File: config.mk
export PLATFORM = sky130hd
export DESIGN_NAME = process_watch_table_unit
export DESIGN_NICKNAME = d
export VERILOG_FILES = /design/src/rtl/core/pwt_pkg.sv /design/src/rtl/core/process_watch_table_unit.sv
export SDC_FILE = /design/constraint.sdc
export NUM_CORES = 1
export LEC_CHECK = 0
export BUFFER_PORTS_ARGS = -buffer_cell sky130_fd_sc_hd__buf_2
export CAP_MARGIN = 20
export CORE_MARGIN = 10
export CORE_UTILIZATION = 45
export DETAILED_ROUTE_END_ITERATION = 16
export GPL_TIMING_DRIVEN = 1
export HOLD_SLACK_MARGIN = 0.08
export SLEW_MARGIN = 20
export SYNTH_ARGS = -nofsm -noshare
export SYNTH_HDL_FRONTEND = slang
export SYNTH_SLANG_ARGS = --single-unit
File: constraint.sdc
create_clock -name clock -period 14.5 [get_ports clock]
set_clock_uncertainty 0.15 [all_clocks]
set_input_delay 0.725 -clock clock [delete_from_list [all_inputs] [get_ports clock]]
set_output_delay 0.725 -clock clock [all_outputs]
set_load 0.005 [all_outputs]
File: src/rtl/core/pwt_pkg.sv
// ----------------------------------------------------------------------------
// pwt_pkg
// Shared widths, request codes and record types of the process watch table.
// ----------------------------------------------------------------------------
`default_nettype none

package pwt_pkg;

   localparam int unsigned DEF_SLOTS = 8;

   localparam int ADDR_W  = 16;
   localparam int COUNT_W = 32;
   localparam int STAMP_W = 64;
   localparam int SLOT_W  = 3;
   localparam int KIND_W  = 2;

   localparam int REQ_TDATA_W = 3 * ADDR_W + STAMP_W;  // 112 bits, whole bytes
   localparam int RSP_TDATA_W = 72;
   localparam int RSP_TUSER_W = 1;

   localparam logic [KIND_W-1:0] REQ_CLEAR  = 2'd0;
   localparam logic [KIND_W-1:0] REQ_ADD    = 2'd1;
   localparam logic [KIND_W-1:0] REQ_INVOKE = 2'd2;

   // One table entry as held in the slot memory.
   typedef struct packed {
      logic [ADDR_W-1:0]  process;
      logic [ADDR_W-1:0]  tstart;
      logic [ADDR_W-1:0]  tend;
      logic [COUNT_W-1:0] count;
      logic [STAMP_W-1:0] stamp;
   } entry_type;

   // One response item.
   typedef struct packed {
      logic               status;
      logic [SLOT_W-1:0]  slot;
      logic               was_present;
      logic               register_region;
      logic [ADDR_W-1:0]  region_start;
      logic [ADDR_W-1:0]  region_length;
      logic [COUNT_W-1:0] invoke_count;
   } result_type;

   typedef enum logic [3:0] {
      ST_IDLE  = 4'b0001,
      ST_MATCH = 4'b0010,
      ST_FREE  = 4'b0100,
      ST_RESP  = 4'b1000
   } state_type;

endpackage

`default_nettype wire

File: src/rtl/core/process_watch_table_unit.sv
// ----------------------------------------------------------------------------
// process_watch_table_unit
// Table of watched processes with clear, add and invoke requests.
// ----------------------------------------------------------------------------
// Requests arrive on the req_ stream, one transfer per request, with the
// request kind in req_tuser. Each request gives exactly one response transfer
// on the rsp_ stream, with the failure flag in rsp_tuser.
// The entries live in a single-port-read memory that one sequencer scans one
// slot per cycle. A clear goes from accept straight to the response state.
// An invoke or an add that finds its entry overlaps one read and one compare
// a slot. An add that must allocate scans the used marks again, one per
// cycle. req_tready is high only while the sequencer is idle.
// The response sits in an output register; the next request is accepted
// while it waits, and its result is held until the receiver takes the
// previous one. Reset drops all used marks at once and empties the output
// register; entry contents are not cleared and only matter for used slots.
// ----------------------------------------------------------------------------
`default_nettype none

module process_watch_table_unit #(
   parameter int unsigned SLOTS = pwt_pkg::DEF_SLOTS
) (
   input  wire logic                            clock,
   input  wire logic                            reset,
   input  wire logic                            req_tvalid,
   output logic                                 req_tready,
   // process_id[15:0], thread_start[31:16], return_addr[47:32], timestamp[111:48]
   input  wire logic [pwt_pkg::REQ_TDATA_W-1:0] req_tdata,
   // req_type[1:0]
   input  wire logic [pwt_pkg::KIND_W-1:0]      req_tuser,
   output logic                                 rsp_tvalid,
   input  wire logic                            rsp_tready,
   // slot[2:0], was_present[3], register_region[4], region_start[20:5],
   // region_length[36:21], invoke_count[68:37], zero[71:69]
   output logic [pwt_pkg::RSP_TDATA_W-1:0]      rsp_tdata,
   // status[0]
   output logic [pwt_pkg::RSP_TUSER_W-1:0]      rsp_tuser
);
   import pwt_pkg::*;

   localparam int IDX_W = (SLOTS > 1) ? $clog2(SLOTS) : 1;
   localparam int CNT_W = $clog2(SLOTS + 1);
   localparam logic [CNT_W-1:0] SLOTS_CNT = CNT_W'(SLOTS);
   localparam logic [IDX_W-1:0] LAST_IDX  = IDX_W'(SLOTS - 1);

   state_type          state_ff, state_in;
   logic [SLOTS-1:0]   used_ff, used_in;
   logic [KIND_W-1:0]  kind_ff, kind_in;
   logic [ADDR_W-1:0]  pid_ff, pid_in;
   logic [ADDR_W-1:0]  ts_ff, ts_in;
   logic [ADDR_W-1:0]  te_ff, te_in;
   logic [STAMP_W-1:0] stamp_ff, stamp_in;
   logic [CNT_W-1:0]   scan_ff, scan_in;
   logic               rd_vld_ff, rd_vld_in;
   logic [IDX_W-1:0]   rd_idx_ff, rd_idx_in;
   result_type         res_ff, res_in;
   logic [IDX_W-1:0]   res_idx_ff, res_idx_in;
   logic               rsp_vld_ff, rsp_vld_in;
   result_type         rsp_ff, rsp_in;

   entry_type          mem [SLOTS];
   entry_type          rd_data_ff;
   entry_type          wr_data;
   logic               wr_en;
   logic [IDX_W-1:0]   wr_addr;
   logic [IDX_W-1:0]   rd_addr;

   logic               req_fire;
   logic               hit;
   logic [IDX_W-1:0]   free_idx;
   logic [ADDR_W-1:0]  end_addr;
   logic [COUNT_W-1:0] count_inc;

   assign req_tready = (state_ff == ST_IDLE);
   assign req_fire   = req_tvalid && req_tready;

   // Compare stage of the match scan: the entry read in the previous cycle.
   assign hit = rd_vld_ff && used_ff[rd_idx_ff] && (rd_data_ff.tstart == ts_ff) &&
                ((kind_ff != REQ_ADD) || (rd_data_ff.process == pid_ff));

   assign free_idx  = scan_ff[IDX_W-1:0];
   assign end_addr  = (ts_ff != '0) ? te_ff : '0;
   assign count_inc = rd_data_ff.count + COUNT_W'(1);

   always_comb begin
      state_in   = state_ff;
      used_in    = used_ff;
      kind_in    = kind_ff;
      pid_in     = pid_ff;
      ts_in      = ts_ff;
      te_in      = te_ff;
      stamp_in   = stamp_ff;
      scan_in    = scan_ff;
      rd_vld_in  = 1'b0;
      rd_idx_in  = rd_idx_ff;
      res_in     = res_ff;
      res_idx_in = res_idx_ff;
      rsp_vld_in = rsp_vld_ff;
      rsp_in     = rsp_ff;
      wr_en      = 1'b0;
      wr_addr    = rd_idx_ff;
      wr_data    = rd_data_ff;
      rd_addr    = scan_ff[IDX_W-1:0];

      if (rsp_vld_ff && rsp_tready) begin
         rsp_vld_in = 1'b0;
      end

      unique case (state_ff)
         ST_IDLE: begin
            if (req_fire) begin
               kind_in  = req_tuser;
               pid_in   = req_tdata[ADDR_W-1:0];
               ts_in    = req_tdata[2*ADDR_W-1:ADDR_W];
               te_in    = req_tdata[3*ADDR_W-1:2*ADDR_W];
               stamp_in = req_tdata[REQ_TDATA_W-1:3*ADDR_W];
               res_in   = '0;
               scan_in  = '0;
               unique case (req_tuser)
                  REQ_CLEAR: begin
                     used_in  = '0;
                     state_in = ST_RESP;
                  end
                  REQ_ADD, REQ_INVOKE: begin
                     state_in = ST_MATCH;
                  end
                  default: begin
                     res_in.status = 1'b1;
                     state_in      = ST_RESP;
                  end
               endcase
            end
         end
         ST_MATCH: begin
            // Reads run one slot ahead of the compare.
            if (scan_ff != SLOTS_CNT) begin
               rd_vld_in = 1'b1;
               rd_idx_in = scan_ff[IDX_W-1:0];
               scan_in   = scan_ff + CNT_W'(1);
            end
            if (hit) begin
               rd_vld_in  = 1'b0;
               res_in.slot = SLOT_W'(rd_idx_ff);
               res_idx_in = rd_idx_ff;
               if (kind_ff == REQ_ADD) begin
                  res_in.was_present = 1'b1;
               end else begin
                  wr_en                = 1'b1;
                  wr_data.count        = count_inc;
                  wr_data.stamp        = stamp_ff;
                  res_in.invoke_count  = count_inc;
               end
               state_in = ST_RESP;
            end else if (rd_vld_ff && (rd_idx_ff == LAST_IDX)) begin
               rd_vld_in = 1'b0;
               if (kind_ff == REQ_ADD) begin
                  scan_in  = '0;
                  state_in = ST_FREE;
               end else begin
                  res_in.status = 1'b1;
                  state_in      = ST_RESP;
               end
            end
         end
         ST_FREE: begin
            if (!used_ff[free_idx]) begin
               used_in[free_idx] = 1'b1;
               wr_en             = 1'b1;
               wr_addr           = free_idx;
               wr_data.process   = pid_ff;
               wr_data.tstart    = ts_ff;
               wr_data.tend      = end_addr;
               wr_data.count     = '0;
               wr_data.stamp     = '0;
               res_in.slot       = SLOT_W'(free_idx);
               res_idx_in        = free_idx;
               if ((ts_ff != '0) && (end_addr != '0)) begin
                  res_in.register_region = 1'b1;
                  res_in.region_start    = ts_ff;
                  res_in.region_length   = end_addr - ts_ff;
               end
               state_in = ST_RESP;
            end else if (free_idx == LAST_IDX) begin
               res_in.status = 1'b1;
               state_in      = ST_RESP;
            end else begin
               scan_in = scan_ff + CNT_W'(1);
            end
         end
         ST_RESP: begin
            if (!rsp_vld_ff || rsp_tready) begin
               rsp_in     = res_ff;
               rsp_vld_in = 1'b1;
               state_in   = ST_IDLE;
            end
         end
         default: begin
            state_in = ST_IDLE;
         end
      endcase
   end

   always_ff @(posedge clock) begin
      if (reset) begin
         state_ff   <= ST_IDLE;
         used_ff    <= '0;
         rd_vld_ff  <= 1'b0;
         rsp_vld_ff <= 1'b0;
      end else begin
         state_ff   <= state_in;
         used_ff    <= used_in;
         rd_vld_ff  <= rd_vld_in;
         rsp_vld_ff <= rsp_vld_in;
      end
   end

   always_ff @(posedge clock) begin
      kind_ff    <= kind_in;
      pid_ff     <= pid_in;
      ts_ff      <= ts_in;
      te_ff      <= te_in;
      stamp_ff   <= stamp_in;
      scan_ff    <= scan_in;
      rd_idx_ff  <= rd_idx_in;
      res_ff     <= res_in;
      res_idx_ff <= res_idx_in;
      rsp_ff     <= rsp_in;
   end

   // Slot memory: one write port, one registered read port.
   always_ff @(posedge clock) begin
      if (wr_en) begin
         mem[wr_addr] <= wr_data;
      end
      rd_data_ff <= mem[rd_addr];
   end

   assign rsp_tvalid = rsp_vld_ff;
   assign rsp_tuser  = rsp_ff.status;
   assign rsp_tdata  = {3'b000, rsp_ff.invoke_count, rsp_ff.region_length,
                        rsp_ff.region_start, rsp_ff.register_region,
                        rsp_ff.was_present, rsp_ff.slot};

   // A clear transfer drops every used mark by the next cycle.
   a_clear_drops_all: assert property (@(posedge clock) disable iff (reset)
      (req_fire && (req_tuser == REQ_CLEAR)) |=> (used_ff == '0))
      else $error("used marks survive a clear");

   // A successful add or invoke always reports a slot that is in use.
   a_result_slot_used: assert property (@(posedge clock) disable iff (reset)
      ((state_ff == ST_RESP) && !res_ff.status && (kind_ff != REQ_CLEAR))
      |-> used_ff[res_idx_ff])
      else $error("success reported for an unused slot");

   // The compare stage never looks past the last slot.
   a_scan_in_range: assert property (@(posedge clock) disable iff (reset)
      rd_vld_ff |-> (32'(rd_idx_ff) < SLOTS))
      else $error("scan index beyond the table");

   // Outside a clear the number of used slots never falls.
   a_used_monotonic: assert property (@(posedge clock) disable iff (reset)
      !(req_fire && (req_tuser == REQ_CLEAR))
      |=> ($countones(used_ff) >= $past($countones(used_ff))))
      else $error("used slot lost without a clear");

endmodule

`default_nettype wire

==> summary.txt <==
Run status
  • Outcome: complete, no violations

Global route
  • Global-route wire length before repair: ~100 mm
  • Largest net degree at the start of global routing: 71
  • Gr usage total: ~18%
  • GRT overflow: 0
  • Vias in the first global route: roughly 17000
  • Initial antenna violation count: 0

Drt
  • Vias: between 15000 and 20000
  • Total Wirelength: roughly 70 mm
  • Post-DRT Antenna Nets: 0
  • First DRT Iteration DRCs: around 1700
  • Mean routed wirelength per cell: about 24 um
  • Drt pass-1 iters: 5
  • Via/cell ratio: 5.761
  • DRC: 0

STA
  • Final Setup Violations: 0
  • Sum Neg Setup Slack: 0 ns
  • RSZ-0062 raised after global routing: no
  • Fin crit period: 5.028 ns
  • Max-slew violation count: 0
  • Worst-margin pin slew: about 1.1 ns
  • Hold slack: approximately 0.13 ns
  • Rel. slew slack: between 20% and 30%
  • Fmax: slightly below 200 MHz
  • Hold Vio Cnt, Final: 0
  • Final Cycle Share: between 30% and 40%

Clock tree
  • # hold bufs at CTS: 0
  • CTS Buffer Depth: 3
  • Post_cts resized: 0
  • # clock sinks: 787
  • Number of setup buffers added after CTS: 0
  • Num CTS Buffers: 78
  • Clock Latency Late Sink: 0.62 ns
  • Clock slew at reported path FFs: 0.07 ns
  • Clock root buffer: clkbuf_16
  • CTS tree: yes
  • # H-tree levels: 3

Critical path
  • Setup slack, reg-to-reg: between 9 and 10 ns
  • Reg2Reg Depth: 7
  • Worst R2R Start: state_ff[3]
  • R2R Path End: mem[4][69]
  • Critical path startpoint category: register
  • Crit Path Max Fanout: 55
  • WP data arrival: between 5 and 6 ns
  • CP endpoint kind: register
  • Required time of the critical path: about 15 ns
  • Setup CP Type: reg -> reg

Placement
  • PortBufs: between 100 and 150
  • Final GP Congestion: around 0.8
  • Dpl cells: approximately 2700
  • Post-DP HPWL: about 38 mm

Synthesis
  • Syn. warnings: 0
  • Synth Register Bits: 787
  • Top FF cell, synth: edfxtp_1
  • Synth Instances: 1817
  • Avg Inst Size Synth: about 16 um2
  • Sequential share of the synthesized area: about 77%
  • Mapped Area: between 20000 and 30000 um2
  • Post-synth ARST share: 0%
  • Post-synth EDFFs: just over 700
  • Cell variety after synth: between 60 and 70

Floorplan
  • Starting Density: a little under half
  • Die Y: 276.1 um
  • Die Width: 276.1 um
  • Std cell rows: 93
  • Core area: about 65000 um2
  • DIE AREA: 76250 um2
  • I/O pins: around 190

Pwr
  • Sw Share: a little over a quarter
  • Power share of the combinational group: 15.9%
  • Pint: 4.351 mW
  • Total power: roughly 6 mW
  • Clock power frac: 33.5%
  • Sw Pwr: 1.635 mW
  • Seq pwr share: a little over 50%
  • Pleak: between 10 and 15 nW
  • Peak supply drop: between 0.00009 and 0.0001 V
  • Power Density: 177.2 nW/um2

Min path
  • Hold path startpoint: req_tdata[39]
  • Hold Path End: te_ff[7]
  • Worst hold path type: in -> reg
  • Hold Path Depth: 1

Final layout
  • Commonest cells after routing, fill and taps aside: edfxtp_1 (709), a22oi_1 (257), buf_2 (125), nor2_1 (110), clkbuf_16 (80)
  • Commonest non-fill, non-tap cell in the layout: edfxtp_1
  • Core Util, Final: 52.20%
  • Layout area overhead: 14.40%
  • Layout Nets: roughly 2100
  • Share of cells above drive strength 1: about 16%
  • Final cell count without fillers: between 2000 and 3000
  • ANT cells: 0
  • # fillers: 5313

Run
  • Maxcap violations: 0
## layer usage
layer,vias to the layer above,global-route usage [%],wire length [um]
li1,7497,-,-
met1,8380,24.53,30550
met2,635,28.13,32420
met3,97,2.896,4894
met4,0,5.534,1363
met5,-,0,0
## logic make-up after synthesis
| kind of cell | count (synthesis) | share of synthesized area [%] |
|---|---|---|
| flip-flops | 787 | 77.40 |
| AO/OA/AOI/OAI | 396 | 9.455 |
| AND/OR/NAND/NOR | 375 | 6.781 |
| buffers and inverters | 125 | 1.742 |
| XOR/XNOR | 72 | 2.136 |
| multiplexers | 38 | 1.471 |
| adder cells (fa/ha/maj) | 23 | 1.000 |
| other | 1 | 0.01270 |
## worst max-delay path by stage
stage                startpoint     endpoint  slack (ns)  depth (start not counted)
detailed placement  state_ff[3]   mem[4][84]        9.48                          7
floorplan             ts_ff[13]  mem[0][112]        9.36                          7
finish              state_ff[3]   mem[4][69]        9.47                          7
global placement      ts_ff[10]  mem[3][137]        9.27                          7
global route        state_ff[3]   mem[4][69]        9.32                          7
CTS                 state_ff[3]   mem[4][86]        9.46                          7
## power groups by stage
stage / Combinational [mW] / Sequential (mW) / Clock, mW
3_5_place_dp: 0.936 / 3.07 / 0
6_report: 0.950 / 3.03 / 2.01
3_3_place_gp: 0.912 / 3.07 / 0
2_1_floorplan: 0.635 / 3.01 / 0
5_1_grt: 1.04 / 3.05 / 2.14
4_1_cts: 0.940 / 3.03 / 2.04
## area by class of cell
| cell class | instances | area (um2) | area share (%) |
|---|---|---|---|
| Clock inverter | 34 | 404.1 | 1.197 |
| Multi-Input combinational cell | 907 | 6290 | 18.62 |
| Tap cell | 855 | 1070 | 3.167 |
| Clock buffer | 111 | 2148 | 6.361 |
| Timing Repair Buffer | 153 | 875.8 | 2.593 |
| Inverter | 36 | 135.1 | 0.4001 |
| Sequential cell | 787 | 22850 | 67.66 |
## per-stage QoR
stage / setup slack [ns] / area [um2]
finish: 9.472 / 33770
floorplan: 9.361 / 29530
global route: 9.317 / 33770
detailed placement: 9.478 / 31190
CTS: 9.463 / 33750
global placement: 9.266 / 31170
## synthesized netlist by cell type, types with 6 or more instances
cell      number  area share [%]
nand4_1       71             1.5
nand3_1       18            0.31
a21oi_1       42            0.71
nand2_1       51            0.65
and3_1         6            0.13
edfxtp_1     709              72
or3_1          7            0.15
xnor2_1       23            0.68
buf_1         19            0.24
dfxtp_1       78             5.3
nor3_1        24            0.41
mux2_2        23            0.88
mux2_1        10            0.38
nor2_1       120             1.5
clkbuf_1      51            0.65
o21ai_0       28            0.47
a31oi_1       16            0.34
o21ai_1       11            0.19
ha_1          22            0.93
buf_4          6            0.15
inv_1         35            0.45
nor2b_1        6            0.13
nor4_1        16            0.34
buf_2         12            0.20
a22oi_1      257             6.5
and2_1        22            0.47
xor2_1        49             1.5
nand2b_1       8            0.17
## state kept, by name, summed over array words and instances (netlist names), 3 cells and up
signal      count
res_ff         70
rd_data_ff     64
scan_ff         4
pid_ff         16
mem           512
ts_ff          16
te_ff          16
state_ff        4
rsp_tdata      69
used_ff         8
rd_idx_ff       3
## critical path: stages, from the launching register on
cell and delay [ns]:
dfxtp_1 0.32, or4b_2 0.66, buf_4 0.33, inv_1 0.70, nand2_1 0.55, a2bb2oi_1 0.39, nor2_4 0.56, buf_4 0.92
(Power assumes the default switching activity.)
